File: config.mk
export PLATFORM = sky130hd
export DESIGN_NAME = sle_cell
export DESIGN_NICKNAME = d
export VERILOG_FILES = /design/src/hdl/sle_pkg.sv /design/src/hdl/sle_cell.sv
export SDC_FILE = /design/constraint.sdc
export NUM_CORES = 1
export LEC_CHECK = 0
export ABC_AREA = 1
export BUFFER_PORTS_ARGS = -buffer_cell sky130_fd_sc_hd__clkbuf_2
export CAP_MARGIN = 20
export CORE_UTILIZATION = 52
export CTS_CLUSTER_DIAMETER = 120
export DETAILED_ROUTE_END_ITERATION = 8
export GPL_TIMING_DRIVEN = 0
export MAX_ROUTING_LAYER = met4
export PLACE_DENSITY = 0.86
export SYNTH_ARGS = -nofsm -noshare
export SYNTH_HDL_FRONTEND = slang
export SYNTH_SLANG_ARGS = --single-unit
File: constraint.sdc
create_clock -name clock -period 4.34 [get_ports clock]
set_input_delay 0.868 -clock clock [delete_from_list [all_inputs] [get_ports clock]]
set_output_delay 0.868 -clock clock [all_outputs]
set_load 0.01 [all_outputs]
File: src/hdl/sle_pkg.sv
// sle_pkg: shared widths, operation and status codes, and the cell control
// struct for the sequential list engine; no dependencies
`default_nettype none

package sle_pkg;

   // list geometry; the depth is set directly and the index width follows from it
   localparam int SLE_DEPTH      = 64;
   localparam int SLE_IDX_W      = $clog2(SLE_DEPTH);
   localparam int SLE_CNT_W      = 7;
   localparam int SLE_WORD_WIDTH = 32;

   // field widths of the request and response channels
   localparam int SLE_OPCODE_W = 3;
   localparam int SLE_POS_W    = 7;
   localparam int SLE_VALUE_W  = 32;
   localparam int SLE_STATUS_W = 2;

   // operation codes as they arrive on the request channel
   typedef enum logic [SLE_OPCODE_W-1:0] {
      SLE_OP_GET    = 3'd0,
      SLE_OP_SET    = 3'd1,
      SLE_OP_INSERT = 3'd2,
      SLE_OP_DELETE = 3'd3,
      SLE_OP_LOCATE = 3'd4,
      SLE_OP_NONE   = 3'd7
   } sle_op_type;

   // response status codes
   typedef enum logic [SLE_STATUS_W-1:0] {
      SLE_ST_OK       = 2'd0,
      SLE_ST_RANGE    = 2'd1,
      SLE_ST_FULL     = 2'd2,
      SLE_ST_NOTFOUND = 2'd3
   } sle_status_type;

   // control part of the operation token that walks down the cell row
   typedef struct packed {
      logic       active;
      sle_op_type op;
      logic       found;
   } sle_ctl_type;

endpackage

`default_nettype wire

File: src/hdl/sle_cell.sv
// sle_cell: one list entry plus one stage of the operation token; applies
// the token's operation to its entry as the token passes; uses sle_pkg
`default_nettype none

module sle_cell #(
   parameter int WORD_WIDTH = sle_pkg::SLE_WORD_WIDTH,
   parameter int INDEX      = 0
) (
   input  logic                            clock,
   input  logic                            reset,
   input  logic                            advance,
   // token from the left neighbor
   input  sle_pkg::sle_ctl_type            up_ctl,
   input  logic [sle_pkg::SLE_IDX_W-1:0]   up_pos,
   input  logic [sle_pkg::SLE_CNT_W-1:0]   up_cnt,
   input  logic [WORD_WIDTH-1:0]           up_key,
   input  logic [WORD_WIDTH-1:0]           up_word,
   input  logic [sle_pkg::SLE_CNT_W-1:0]   up_fpos,
   // entry held by the right neighbor, for delete shifting
   input  logic [WORD_WIDTH-1:0]           right_data,
   // token to the right neighbor
   output sle_pkg::sle_ctl_type            dn_ctl,
   output logic [sle_pkg::SLE_IDX_W-1:0]   dn_pos,
   output logic [sle_pkg::SLE_CNT_W-1:0]   dn_cnt,
   output logic [WORD_WIDTH-1:0]           dn_key,
   output logic [WORD_WIDTH-1:0]           dn_word,
   output logic [sle_pkg::SLE_CNT_W-1:0]   dn_fpos,
   // this cell's entry, seen by the left neighbor
   output logic [WORD_WIDTH-1:0]           data_out
);
   import sle_pkg::*;

   localparam logic [SLE_CNT_W-1:0] IDX      = SLE_CNT_W'(INDEX);
   localparam logic [SLE_CNT_W-1:0] IDX_NEXT = SLE_CNT_W'(INDEX + 1);

   sle_ctl_type             ctl_ff, ctl_in;
   logic [SLE_IDX_W-1:0]    pos_ff;
   logic [SLE_CNT_W-1:0]    cnt_ff;
   logic [WORD_WIDTH-1:0]   key_ff;
   logic [WORD_WIDTH-1:0]   word_ff, word_in;
   logic [SLE_CNT_W-1:0]    fpos_ff, fpos_in;
   logic [WORD_WIDTH-1:0]   data_ff, data_in;
   logic [SLE_CNT_W-1:0]    pos_ext;
   logic                    at_pos;

   assign pos_ext = SLE_CNT_W'(up_pos);
   assign at_pos  = (pos_ext == IDX);

   // apply the passing operation to this entry
   always_comb begin
      ctl_in  = up_ctl;
      word_in = up_word;
      fpos_in = up_fpos;
      data_in = data_ff;
      if (up_ctl.active) begin
         unique case (up_ctl.op)
            SLE_OP_GET: begin
               if (at_pos) word_in = data_ff;
            end
            SLE_OP_SET: begin
               if (at_pos) data_in = up_key;
            end
            SLE_OP_INSERT: begin
               // new value lands here, later entries take the carried word
               if (at_pos) begin
                  data_in = up_key;
                  word_in = data_ff;
               end else if ((IDX > pos_ext) && (IDX <= up_cnt)) begin
                  data_in = up_word;
                  word_in = data_ff;
               end
            end
            SLE_OP_DELETE: begin
               if (at_pos) word_in = data_ff;
               if ((IDX >= pos_ext) && (IDX_NEXT < up_cnt)) data_in = right_data;
            end
            SLE_OP_LOCATE: begin
               if (!up_ctl.found && (IDX < up_cnt) && (data_ff == up_key)) begin
                  ctl_in.found = 1'b1;
                  fpos_in      = IDX_NEXT;
               end
            end
            default: begin
            end
         endcase
      end
   end

   // token control
   always_ff @(posedge clock) begin
      if (reset) begin
         ctl_ff <= '0;
      end else if (advance) begin
         ctl_ff <= ctl_in;
      end
   end

   // token payload and entry
   always_ff @(posedge clock) begin
      if (advance) begin
         pos_ff  <= up_pos;
         cnt_ff  <= up_cnt;
         key_ff  <= up_key;
         word_ff <= word_in;
         fpos_ff <= fpos_in;
         data_ff <= data_in;
      end
   end

   assign dn_ctl   = ctl_ff;
   assign dn_pos   = pos_ff;
   assign dn_cnt   = cnt_ff;
   assign dn_key   = key_ff;
   assign dn_word  = word_ff;
   assign dn_fpos  = fpos_ff;
   assign data_out = data_ff;

endmodule

`default_nettype wire

==> results.toml, run 1 <==
[clocking]
cts_tree = "done"
hold_buffers = 0
cts-htree-levels = 4
numCtsBuffers = 17
clk_pin_slew_ns = 0.05
post_cts_resized = 0
cts_sinks = 121
postCtsSetupRepairBufs = 0
cts_buffer_depth = 2
clock_latency_ns = 0.41
root_buffer = "clkbuf_16"

[worst_setup_path]
start_kind = "primary input"
critical_path.slowest_cell = "nor2_4"
cp-end-kind = "register"
worst-setup-path-type = "primary input to register"
slowest_delay_ns = 0.41
cp_max_fo = 21
arrival_ns = 2.45
worstPathCellList = "clkbuf_2 > nor2_1 > nand3_2 > inv_2 > nand2_1 > nand3_1 > o211ai_1 > nor2_4 > buf_16"
critical_path_required_ns = 4.45

[global_route]
antenna_found_initial = 0
met3_usage_pct = 9.343
grt_pass1_wl_mm = 28.47
grt_pass1_vias = 5521
overflow = 0
busiest_layer = "met2"
grt_max_degree = 54
grtUsageMet2_pct = 52.49
grt_use_met1_pct = 41.35
track_usage_pct = 34.31

[sta]
hold_slack_ns = 0.4575
max_slew.worst_pin.slew_ns = 0.6713
maxSlewViolCount = 0
rsz0062_at_grt = "false"
finClkSkew_ns = 0.004329
finalCritPeriodShare_pct = 53.74
finalHoldViolCount = 0
slew_headroom_pct = 55.25
max_freq_mhz = 428.8
period_needed_ns = 2.332
setup_ws_ns = 2.008
finalSetupViolations = 0

[pwr]
combPwrFrac_pct = 12.1
swShare_pct = 23.97
p_per_area_mw_per_mm2 = 401.3
leakage_nw = 3.684
power_frac_seq_pct = 44.1
p_switching_mw = 0.7615
power_mw = 3.176
power.internal_mw = 2.415
irDropWorstVdd_uv = 268.9
power.share.clock_pct = 43.7

[logic_synthesis]
ys_seq_elements = 121
ys_warn_count = 0
ys_seq_area_share_pct = 60.83
syn_area_per_cell_sq_um = 9.818
synth_cell_type_count = 30
syn_inst = 600
netlist_area_sq_mm = 0.005891
synth_nets = 724

[finish]
design_area_sq_mm = 0.007915
utilization_pct = 72.38
drive_above_1_share_pct = 34.13
nNetsFinal = 988
num_antenna_cells = 0
syn_to_final_growth_pct = 34.37

[floorplan]
die_h_microns = 108.4
ios = 245
core_sq_mm = 0.01094
die_area_sq_mm = 0.01176
core.rowCount = 38
start_util_pct = 53.87
die_w_microns = 108.4

[placed_design]
dpl.hpwl_mm = 13.66
numPortBuffers = 243
gp_congestion = 0.9889
place_ws_ns = 1.604
post_dp_cell_area_sq_mm = 0.007347

[min_path]
hold_path.class = "register to register"

[job]
max_cap_viol_count = 0

[route]
via_count = 5774
drtIter0Drc = 528
routed_wl_mm = 18.98
ant_nets = 0
drt-vias-per-instance = 5.683
drtPass1Iterations = 6
wire_per_inst_microns = 18.68
post-route-drc-count = 0

[status]
outcome = "finished clean"
[synthesized netlist by cell type]
| cell type | count | area (sq um) |
|---|---|---|
| nor2_4 | 1 | 11.26 |
| xnor2_1 | 5 | 43.79 |
| inv_2 | 2 | 7.510 |
| nand3_2 | 1 | 10.01 |
| nor3_2 | 1 | 10.01 |
| xor2_1 | 2 | 17.52 |
| nand4_2 | 1 | 12.51 |
| buf_1 | 2 | 7.510 |
| dfxtp_1 | 5 | 100.1 |
| nand4_1 | 4 | 25.02 |
| mux2_1 | 2 | 22.52 |
| edfxtp_1 | 116 | 3483 |
| clkbuf_2 | 3 | 15.01 |
| nor3b_1 | 1 | 7.510 |
| nor2_2 | 3 | 18.77 |
| o211ai_1 | 9 | 67.56 |
| inv_1 | 69 | 259.0 |
| buf_4 | 3 | 22.52 |
| buf_2 | 6 | 30.03 |
| o221ai_1 | 24 | 210.2 |
| mux2_4 | 6 | 90.09 |
| a21oi_1 | 4 | 20.02 |
| nand3_1 | 44 | 220.2 |
| o21ai_0 | 51 | 255.2 |
| clkbuf_1 | 12 | 45.04 |
| buf_6 | 1 | 11.26 |
| nand2_1 | 120 | 450.4 |
| nor2_1 | 75 | 281.5 |
| nor3_1 | 3 | 15.01 |
| o21ai_1 | 24 | 120.1 |
[logic make-up (layout without fill, tap and decap cells)]
logic type | Yosys count | count (layout) | share of synthesized area [%]
and+or+nand+nor | 254 | 254 | 18.03
DFF | 121 | 121 | 60.83
AOI/OAI and AO/OA | 112 | 112 | 11.43
buffers and inverters | 98 | 374 | 6.754
muxes | 8 | 8 | 1.912
xor gates and xnor gates | 7 | 7 | 1.041
[routing by layer]
metal  wire length [microns]  vias to the layer above
met4                     843                        0
li1                        -                     2624
met5                       0                        -
met3                    2044                       82
met1                    7247                     2621
met2                    8845                      447
[area by class of cell]
type                            count  area [sq um]
Clock inverter                     10         127.6
Sequential cell                   121          3583
Timing Repair Buffer              245          1274
Multi-Input combinational cell    381          1917
Tap cell                          140         175.2
Buffer                             27         131.4
Fill cell                         864          3020
Clock buffer                       21         440.4
Inverter                           71         266.5
[layout by cell type, fill, tap and decap left out, drive strengths merged]
cell,count
buf,14
o211ai,9
nand4,5
mux2,8
clkinv,5
edfxtp,116
bufinv,3
dfxtp,5
nor2,79
nand3,45
xor2,2
xnor2,5
o221ai,24
clkinvlp,2
clkbuf,279
a21oi,4
nand2,120
nor3b,1
inv,71
nor3,4
o21ai,75
[flip-flops by register name, indices dropped and copies added (netlist names)]
name,cells
dn_ctl,5
dn_key,32
dn_word,32
data_out,32
dn_pos,6
dn_cnt,7
dn_fpos,7
[critical path: cells and delay by family]
| kind | cells | cell delay [ns] |
|---|---|---|
| and+or+nand+nor | 5 | 0.89 |
| buffers and inverters | 3 | 0.54 |
| AOI/OAI and AO/OA | 1 | 0.12 |
[power groups by stage]
stage               combinational [mW]  sequential, mW  clock [mW]
finish                           0.386            1.40        1.39
global route                     0.422            1.41        1.44
CTS                              0.382            1.40        1.39
detailed placement               0.378            1.43           0
global placement                 0.364            1.42           0
floorplan                        0.122            1.47           0
[path summary, 6_finish.rpt]
check / start / endpoint / slack, ns / cells after the start
worst min-delay path: dn_ctl[4]$_SDFFE_PP0P_ / dn_ctl[4]$_SDFFE_PP0P_ / 0.46 / 2
worst max register to register: data_out[30]$_DFFE_PP_ / dn_fpos[3]$_DFFE_PP_ / 2.57 / 8
worst max-delay path: up_pos[0] / data_out[2]$_DFFE_PP_ / 2.01 / 9
worst min register to register: dn_ctl[4]$_SDFFE_PP0P_ / dn_ctl[4]$_SDFFE_PP0P_ / 0.46 / 2
[through the flow]
step,cells,TNS [ns]
6_report,1016,0
5_1_grt,1016,0
4_1_cts,1016,0
3_5_place_dp,985,0
3_3_place_gp,983,-36.26
2_1_floorplan,600,0
No activity file was read; power rests on OpenSTA's default activity.
==> run 2, diff against run 1 <==
Settings changed: ABC_AREA 1 to 0, CORE_UTILIZATION 52 to 47, PLACE_DENSITY 0.86 to 0.8.
Clock period 4.34 ns to 2.3 ns, I/O delays scaled along.
==> run 2 against run 1 <==
Compared with the run above:
- final cell count shrank 24%
- combinational power grew 58%
- core utilization shrank 5.1 points
- wire length shrank 16%
- clock skew grew 0.0054 ns
- sequential power grew 86%
- global-route usage shrank 6.6 points
- largest cell class unchanged
==> results.toml, run 2 <==
[floorplan]
die_h_microns = 109.1
ios = 245
core_sq_mm = 0.01103
start_util_pct = 48.91
die_w_microns = 109.1
die_area_sq_mm = 0.01191
core.rowCount = 38

[clocking]
clock_latency_ns = 0.40
numCtsBuffers = 17
cts_tree = "done"
cts-htree-levels = 4
root_buffer = "clkbuf_16"
cts_sinks = 121
cts_buffer_depth = 2
clk_pin_slew_ns = 0.05

[logic_synthesis]
ys_seq_area_share_pct = 66.42
synth_nets = 475
ys_seq_elements = 121
syn_area_per_cell_sq_um = 15.37
async_reset_ff_share_pct = 0
ys_warn_count = 0
synth_top_area_cell = "edfxtp_1"
netlist.area_leader.share_pct = 64.56
synthTopCellsByCount = "edfxtp_1 (116), a22oi_1 (64), o21ai_0 (33)"
synthTopCellsByArea = "edfxtp_1 (65%), a22oi_1 (8.9%), mux2_4 (8.3%), xnor2_1 (5.2%), o21ai_0 (3.1%)"
netlist_area_sq_mm = 0.005395
syn_inst = 351
synth_cell_type_count = 25
synth_most_common_cell = "edfxtp_1"
synth_edf_count = 116
synthFlopType = "edfxtp_1"

[pwr]
power.internal_mw = 4.285
power_frac_seq_pct = 46.6
p_per_area_mw_per_mm2 = 751.9
swShare_pct = 23.19
irDropWorstVdd_uv = 502.5
leakage_nw = 3.117
p_switching_mw = 1.294
power.share.clock_pct = 42.5
combPwrFrac_pct = 10.9

[sta]
finalHoldViolCount = 0
finalCritPeriodShare_pct = 98.38
setup_ws_ns = 0.03722
slew_headroom_pct = 58.72
max_freq_mhz = 441.9
finClkSkew_ns = 0.009777
maxSlewViolCount = 0
period_needed_ns = 2.263
rsz0062_at_grt = "true"
max_slew.worst_pin.slew_ns = 0.6135
finalSetupViolations = 0

[status]
outcome = "finished clean"

[worst_setup_path]
worst-setup-path-type = "primary input to register"
critical_path_required_ns = 2.45
arrival_ns = 2.41
start_kind = "primary input"
rrSetupSlack_ns = 0.28
cp_max_fo = 10
cp-end-kind = "register"

[finish]
final_common_cell = "clkbuf_2"
syn_to_final_growth_pct = 37.52
final_cell_mix = "clkbuf_2 (242), edfxtp_1 (116), a22oi_1 (64)"
nNetsFinal = 744
drive_above_1_share_pct = 50.24
num_antenna_cells = 0
final_cells = 771

[route]
drt-vias-per-instance = 5.709
wire_per_inst_microns = 20.78
post-route-drc-count = 0
drtIter0Drc = 389
routed_wl_mm = 16.02
drtPass1Iterations = 5
ant_nets = 0
via_count = 4402

[placed_design]
dpl.hpwl_mm = 11.70
dp_cells = 737
gp_congestion = 0.8027
numPortBuffers = 243
place_ws_ns = -0.4809

[global_route]
overflow = 0
antenna_found_initial = 0
grt_pass1_wl_mm = 22.96
grt_pass1_vias = 4288
track_usage_pct = 27.72
grt_max_degree = 52

[min_path]
hold_path.class = "primary input to register"

[job]
max_cap_viol_count = 0
==> run 2: cell count changes after synthesis, moves of 18 or more <==
cell	previous run	this run
nand3_1	44	1
nand2_1	120	4
o21ai_1	24	0
nor2_1	75	7
a22oi_1	0	64
o21ai_0	51	33
inv_1	69	1
xnor2_1	5	32
mux2_4	6	30
o221ai_1	24	0
==> run 2: worst paths after layout <==
kind                                             start                     end  cells past startpoint
worst min register to register  dn_ctl[4]$_SDFFE_PP0P_  dn_ctl[4]$_SDFFE_PP0P_                      2
worst min-delay path                         up_cnt[3]     dn_cnt[3]$_DFFE_PP_                      1
worst max register to register   data_out[3]$_DFFE_PP_    dn_fpos[3]$_DFFE_PP_                      5
worst max-delay path                         up_pos[2]   dn_word[11]$_DFFE_PP_                      7
==> run 2: critical path: stages <==
cell and delay [ns]:
clkbuf_2 0.09, or4_4 0.54, nor3_4 0.31, nand3b_1 0.20, o21bai_4 0.28, buf_6 0.20
mux2_4 0.31
==> run 2: layout make-up <==
type,instances,area (sq um)
Sequential cell,121,3583
Multi-Input combinational cell,208,1733
Clock inverter,11,83.83
Fill cell,813,3611
Clock buffer,19,432.9
Timing Repair Buffer,250,1306
Inverter,1,3.754
Buffer,21,101.3
Tap cell,140,175.2
==> run 2: logic make-up (layout without fill, tap and decap cells) <==
group / after synthesis / after routing / synth area share (%)
AO/OA/AOI/OAI: 99 / 99 / 12.45
XOR/XNOR: 32 / 32 / 5.195
buffers and inverters: 22 / 302 / 1.948
flip-flops: 121 / 121 / 66.42
multiplexers: 36 / 36 / 9.508
AND/OR/NAND/NOR: 41 / 41 / 4.476
==> run 2: metal layers <==
metal,GRT usage [%],vias up,wire (microns)
li1,-,1945,-
met1,33.36,2116,6041
met2,45.06,308,8189
met5,-,-,0
met4,11.00,0,328
met3,6.455,33,1464
==> run 2: per-stage QoR <==
stage | instance area, sq um | total power [mW] | hold WS, ns | util, % | setup TNS, ns
final | 7420 | 5.579 | 0.2538 | 67.26 | 0
after global routing | 7420 | 5.754 | 0.2430 | 67.26 | -0.02514
after CTS | 7393 | 5.604 | 0.2399 | 67.03 | 0
after detailed placement | 6862 | 3.248 | 0.4844 | 62.21 | -34.75
after global placement | 6802 | 3.220 | 0.4810 | 61.66 | -95.31
after floorplan | 5410 | 2.888 | 0.5280 | - | -8.862
==> run 2: power by group through the flow <==
stage          registers (mW)  logic, mW  clock network, mW
3_5_place_dp             2.64      0.604                  0
3_3_place_gp             2.64      0.576                  0
5_1_grt                  2.61      0.653               2.49
6_report                 2.60      0.608               2.37
4_1_cts                  2.60      0.608               2.39
2_1_floorplan            2.71      0.175                  0
==> run 2: repair_timing <==
action	4_1_cts	5_1_grt
hold buffers	0	0
gates resized for setup	0	2
pin swaps	1	1
setup endpoints to repair	23	36
setup buffers	2	2
